$ cat src/rtl/core/paep_pkg.sv
package paep_pkg;

  // degree memory word and saturation limit
  localparam int DEG_W = 16;
  localparam logic [DEG_W-1:0] DEG_MAX = 16'hFFFF;

  // running sum of degrees kept modulo 2^24
  localparam int SUM24_W = 24;

  // random fraction, product and threshold widths
  localparam int RAND_W = 32;
  localparam int PROD_W = RAND_W + SUM24_W;
  localparam int THR_W = SUM24_W + 1;

  // result node fields
  localparam int NODE_FIELD_W = 10;

  // configuration port
  localparam int CFG_IDX_W = 1;
  localparam int CFG_DATA_W = 11;
  localparam int CFG_NODES_W = 11;
  localparam int CFG_LINKS_W = 4;
  localparam logic [CFG_IDX_W-1:0] CFG_NODE_COUNT = 1'b0;
  localparam logic [CFG_IDX_W-1:0] CFG_LINKS_PER_NODE = 1'b1;

  // operation codes
  localparam logic OP_RESTART = 1'b0;
  localparam logic OP_DRAW = 1'b1;

  // sequencer states
  typedef enum logic [3:0] {
    ST_INIT,
    ST_IDLE,
    ST_MUL,
    ST_THR,
    ST_SCAN,
    ST_UPD_RD,
    ST_UPD_WR,
    ST_NEW,
    ST_EMIT
  } paep_state_t;

  // control from the sequencer to the roulette scan unit
  typedef struct packed {
    logic start;
    logic load_thr;
    logic take;
    logic skip;
  } scan_ctl_t;

endpackage

$ cat src/rtl/core/paep_scan.sv
module paep_scan #(
  parameter int NODE_W = 10
) (
  input  logic                                clk,
  input  logic                                rst,
  input  paep_pkg::scan_ctl_t                 ctl,
  input  logic [paep_pkg::RAND_W-1:0]         random_value,
  input  logic [paep_pkg::SUM24_W-1:0]        sel_sum,
  input  logic [paep_pkg::DEG_W-1:0]          deg,
  input  logic [NODE_W-1:0]                   deg_idx,
  output logic                                hit,
  output logic [NODE_W-1:0]                   hit_idx,
  output logic [paep_pkg::DEG_W-1:0]          hit_deg
);

  localparam int SUM_W = NODE_W + paep_pkg::DEG_W;
  localparam int THR_W = paep_pkg::THR_W;
  localparam int CMP_W = (SUM_W > THR_W) ? SUM_W : THR_W;
  localparam int PROD_W = paep_pkg::PROD_W;
  localparam int RAND_W = paep_pkg::RAND_W;

  logic [PROD_W-1:0] prod;
  logic [THR_W-1:0]  thr;
  logic [SUM_W-1:0]  acc;
  logic [SUM_W-1:0]  acc_next;
  logic              reach;

  // r * S once per draw
  always_ff @(posedge clk) begin
    if (ctl.start) begin
      prod <= PROD_W'(random_value) * PROD_W'(sel_sum);
    end
  end

  // threshold is ceil(r * S / 2^32)
  always_ff @(posedge clk) begin
    if (ctl.load_thr) begin
      thr <= {1'b0, prod[PROD_W-1:RAND_W]} + THR_W'(|prod[RAND_W-1:0]);
    end
  end

  // running cumulative degree and compare
  always_comb begin
    acc_next = acc + SUM_W'(deg);
    reach = CMP_W'(acc_next) >= CMP_W'(thr);
  end

  always_ff @(posedge clk) begin
    if (rst) begin
      hit <= 1'b0;
      acc <= '0;
    end else if (ctl.start) begin
      hit <= 1'b0;
      acc <= '0;
    end else if (ctl.take && !ctl.skip && !hit) begin
      acc <= acc_next;
      if (reach) begin
        hit <= 1'b1;
      end
    end
  end

  // picked node and its degree
  always_ff @(posedge clk) begin
    if (ctl.take && !ctl.skip && !hit && reach) begin
      hit_idx <= deg_idx;
      hit_deg <= deg;
    end
  end

endmodule

$ cat config.mk
export PLATFORM = sky130hd
export DESIGN_NAME = paep_scan
export DESIGN_NICKNAME = d
export VERILOG_FILES = /design/src/rtl/core/paep_pkg.sv /design/src/rtl/core/paep_scan.sv
export SDC_FILE = /design/constraint.sdc
export NUM_CORES = 2
export LEC_CHECK = 0
export BUFFER_PORTS_ARGS = -buffer_cell sky130_fd_sc_hd__clkbuf_2
export CORE_MARGIN = 1.5
export CORE_UTILIZATION = 30
export CTS_BUF_LIST = sky130_fd_sc_hd__clkbuf_2 sky130_fd_sc_hd__clkbuf_4 sky130_fd_sc_hd__clkbuf_8
export CTS_CLUSTER_DIAMETER = 30
export DETAILED_ROUTE_END_ITERATION = 10
export PLACE_DENSITY = 0.55
export SYNTH_ARGS = -nofsm -noshare
export SYNTH_HDL_FRONTEND = slang
export SYNTH_SLANG_ARGS = --single-unit
$ cat constraint.sdc
create_clock -name clk -period 15.4 [get_ports clk]
set_clock_uncertainty 0.2 [all_clocks]
set_input_delay 1.54 -clock clk [delete_from_list [all_inputs] [get_ports clk]]
set_output_delay 1.54 -clock clk [all_outputs]
set_load 0.03 [all_outputs]
==> flow_metrics.py <==
metrics = {
    "clocking": {
        "cts.clk_slew.worst_paths_ns": 0.09,
        "cts_root_buf": "clkbuf_8",
        "ctsResizeCount": 0,
        "h-tree-depth": 4,
        "cts_num_sinks": 134,
        "tritoncts": "yes",
        "clock_path_buffers": 2,
        "cts_setup_buffers": 0,
        "clock_latency_ns": 0.47,
        "cts_buffers": 17,
        "hold_buffers": 0,
    },
    "hold_path": {
        "hold_path.class": "reg2reg",
    },
    "cells_and_area": {
        "nNetsFinal": 4247,
        "layout-area-overhead-vs-synth_pct": 7.25,
        "final_cell_mix": "763 x inv_1, 659 x fa_1, 457 x nand2_1, 398 x and2_1, 225 x ha_1",
        "drive_above_1_share": 0.0508,
        "fillers": 10700,
        "layout_commonest_cell": "inv_1",
    },
    "timing": {
        "finalSetupViolations": 0,
        "holdWs_ns": 0.263,
        "worst_pin_slew_ns": 1.15,
        "drv_slew": 0,
        "relSlewSlack": 0.235,
        "rsz0062_at_grt": "no",
        "tns_ns": 0,
        "layout_min_cycle_time_ns": 9.29,
        "fmax_mhz": 108,
        "hold_violations": 0,
        "post-route-period-util": 0.603,
    },
    "floorplan": {
        "core.rowCount": 117,
        "fp.dieArea_sq_mm": 0.104,
        "io_pins": 115,
        "fp.dieH_um": 323,
        "core_region_area_sq_mm": 0.102,
        "initial_utilization": 0.302,
        "die_w_um": 323,
    },
    "detailed_routing": {
        "first_iter_violations": 1244,
        "first_pass_iters": 5,
        "drt-vias-per-instance": 4.56,
        "wl_um": 81100,
        "drc": 0,
        "routed-via-count": 21300,
        "post_drt_wl_per_cell_um": 17.4,
        "ant_nets": 0,
    },
    "grt": {
        "grt_pass1_vias": 22300,
        "grt_start_max_net_pins": 58,
        "grt_antenna_before_repair": 4,
        "gr-total-overflow": 0,
        "grt_pass1_wl_um": 130000,
        "track_usage": 0.161,
    },
    "logic_synthesis": {
        "yosys_warnings": 0,
        "async_reset_ff_frac": 0,
        "synth_nets": 4260,
        "syn-mean-instance-area_sq_um": 9.33,
        "syn_inst": 3288,
        "synthFlopType": "edfxtp_1",
        "synth-seq-area-share": 0.122,
        "ys_seq_elements": 134,
        "synth_edf_count": 107,
        "synth.area.top_cells": "fa_1 43%, edfxtp_1 10%, inv_1 9.3%",
        "netlist_area_sq_mm": 0.0307,
        "synth_largest_area_cell": "fa_1",
        "synth_top_area_share": 0.430,
        "yosysUniqueCellTypes": 53,
    },
    "status": {
        "status": "completed",
    },
    "worst_setup_path": {
        "cp_max_fo": 32,
        "crit_type": "in2reg",
        "cp-start-kind": "input port",
        "cp.required_ns": 15.53,
        "end_kind": "flop",
        "cp.arrival_ns": 9.42,
    },
    "placement": {
        "io_buffers": 114,
        "hpwl_um": 62800,
        "gp_routability_congestion": 0.830,
    },
    "flow_run": {
        "max_cap_viol_count": 0,
    },
}
-- metrics by stage --
step	setup slack, ns	util	instances	instance area, sq um
2_1_floorplan	6.98	-	3288	30700
3_3_place_gp	5.78	0.320	4624	32500
3_5_place_dp	5.69	0.320	4624	32500
4_1_cts	6.20	0.324	4656	32900
5_1_grt	5.85	0.324	4657	32900
6_report	6.11	0.324	4659	32900
-- layer usage --
layer | track usage | wire [um]
met1 | 0.235 | 39100
met2 | 0.250 | 35900
met3 | 0.0294 | 5260
met4 | 0.0256 | 840
met5 | 0 | 15
-- worst max-delay path, stage by stage --
cell and delay [ns]:
clkbuf_2 0.64, nand2_1 0.18, fa_1 0.57, inv_1 0.05
fa_1 0.49, inv_1 0.06, fa_1 0.51, fa_1 0.52
inv_1 0.05, fa_1 0.51, fa_1 0.50, inv_1 0.06
fa_1 0.48, inv_1 0.04, ha_1 0.36, a21oi_1 0.47
o211ai_1 0.16, a21oi_1 0.32, a2111oi_2 0.15, o2111ai_1 0.40
a211oi_1 0.20, o211ai_1 0.25, a21oi_2 0.13, or4b_2 0.62
nand4b_1 0.11
-- path summary, 6_finish.rpt --
check | start | end | slack, ns | cells after the start
worst min register to register | acc[14] | acc[14] | 0.26 | 2
worst max register to register | acc[0] | hit_idx[4] | 9.45 | 21
worst min-delay path | acc[14] | acc[14] | 0.26 | 2
worst max-delay path | sel_sum[3] | prod[53] | 6.11 | 25
-- cell type report --
class	count	area, sq um	area share
Multi-Input combinational cell	2239	23500	0.715
Sequential cell	134	3750	0.114
Inverter	763	2860	0.0870
Tap cell	1368	1710	0.0520
Timing Repair Buffer	120	616	0.0187
Clock buffer	17	234	0.00711
Clock inverter	15	205	0.00624
Antenna cell	3	7.51	0.000228
-- sequential cells by signal (all words and copies together) (netlist names) --
register	cells
thr	25
acc	26
hit_idx	10
hit_deg	16
hit	1
prod	56
-- cell usage after synthesis, types with 13 or more instances --
master / number
a21o_1: 35
a21oi_1: 84
and2_1: 398
and3_1: 14
clkbuf_1: 150
dfxtp_1: 27
edfxtp_1: 107
fa_1: 659
ha_1: 225
inv_1: 763
nand2_1: 457
nand3_1: 24
nand4_1: 20
nor2_1: 49
nor3_1: 16
nor4_1: 18
o21ai_0: 34
o21bai_1: 13
xnor2_1: 76
xor2_1: 30
-- cells by family (layout without fill, tap and decap cells) --
family | Yosys count | after routing | share of synthesized area
AO/OA/AOI/OAI | 216 | 216 | 0.0449
XOR/XNOR | 106 | 106 | 0.0303
adder cells (fa/ha/maj) | 884 | 884 | 0.522
buffers and inverters | 915 | 915 | 0.112
flip-flops | 134 | 134 | 0.122
multiplexers | 1 | 1 | 0.000326
other | 0 | 3 | 0
AND/OR/NAND/NOR | 1032 | 1032 | 0.169
Power is not shown: default switching activity piles up to over one toggle a cycle in this logic, so the estimate is an artifact.
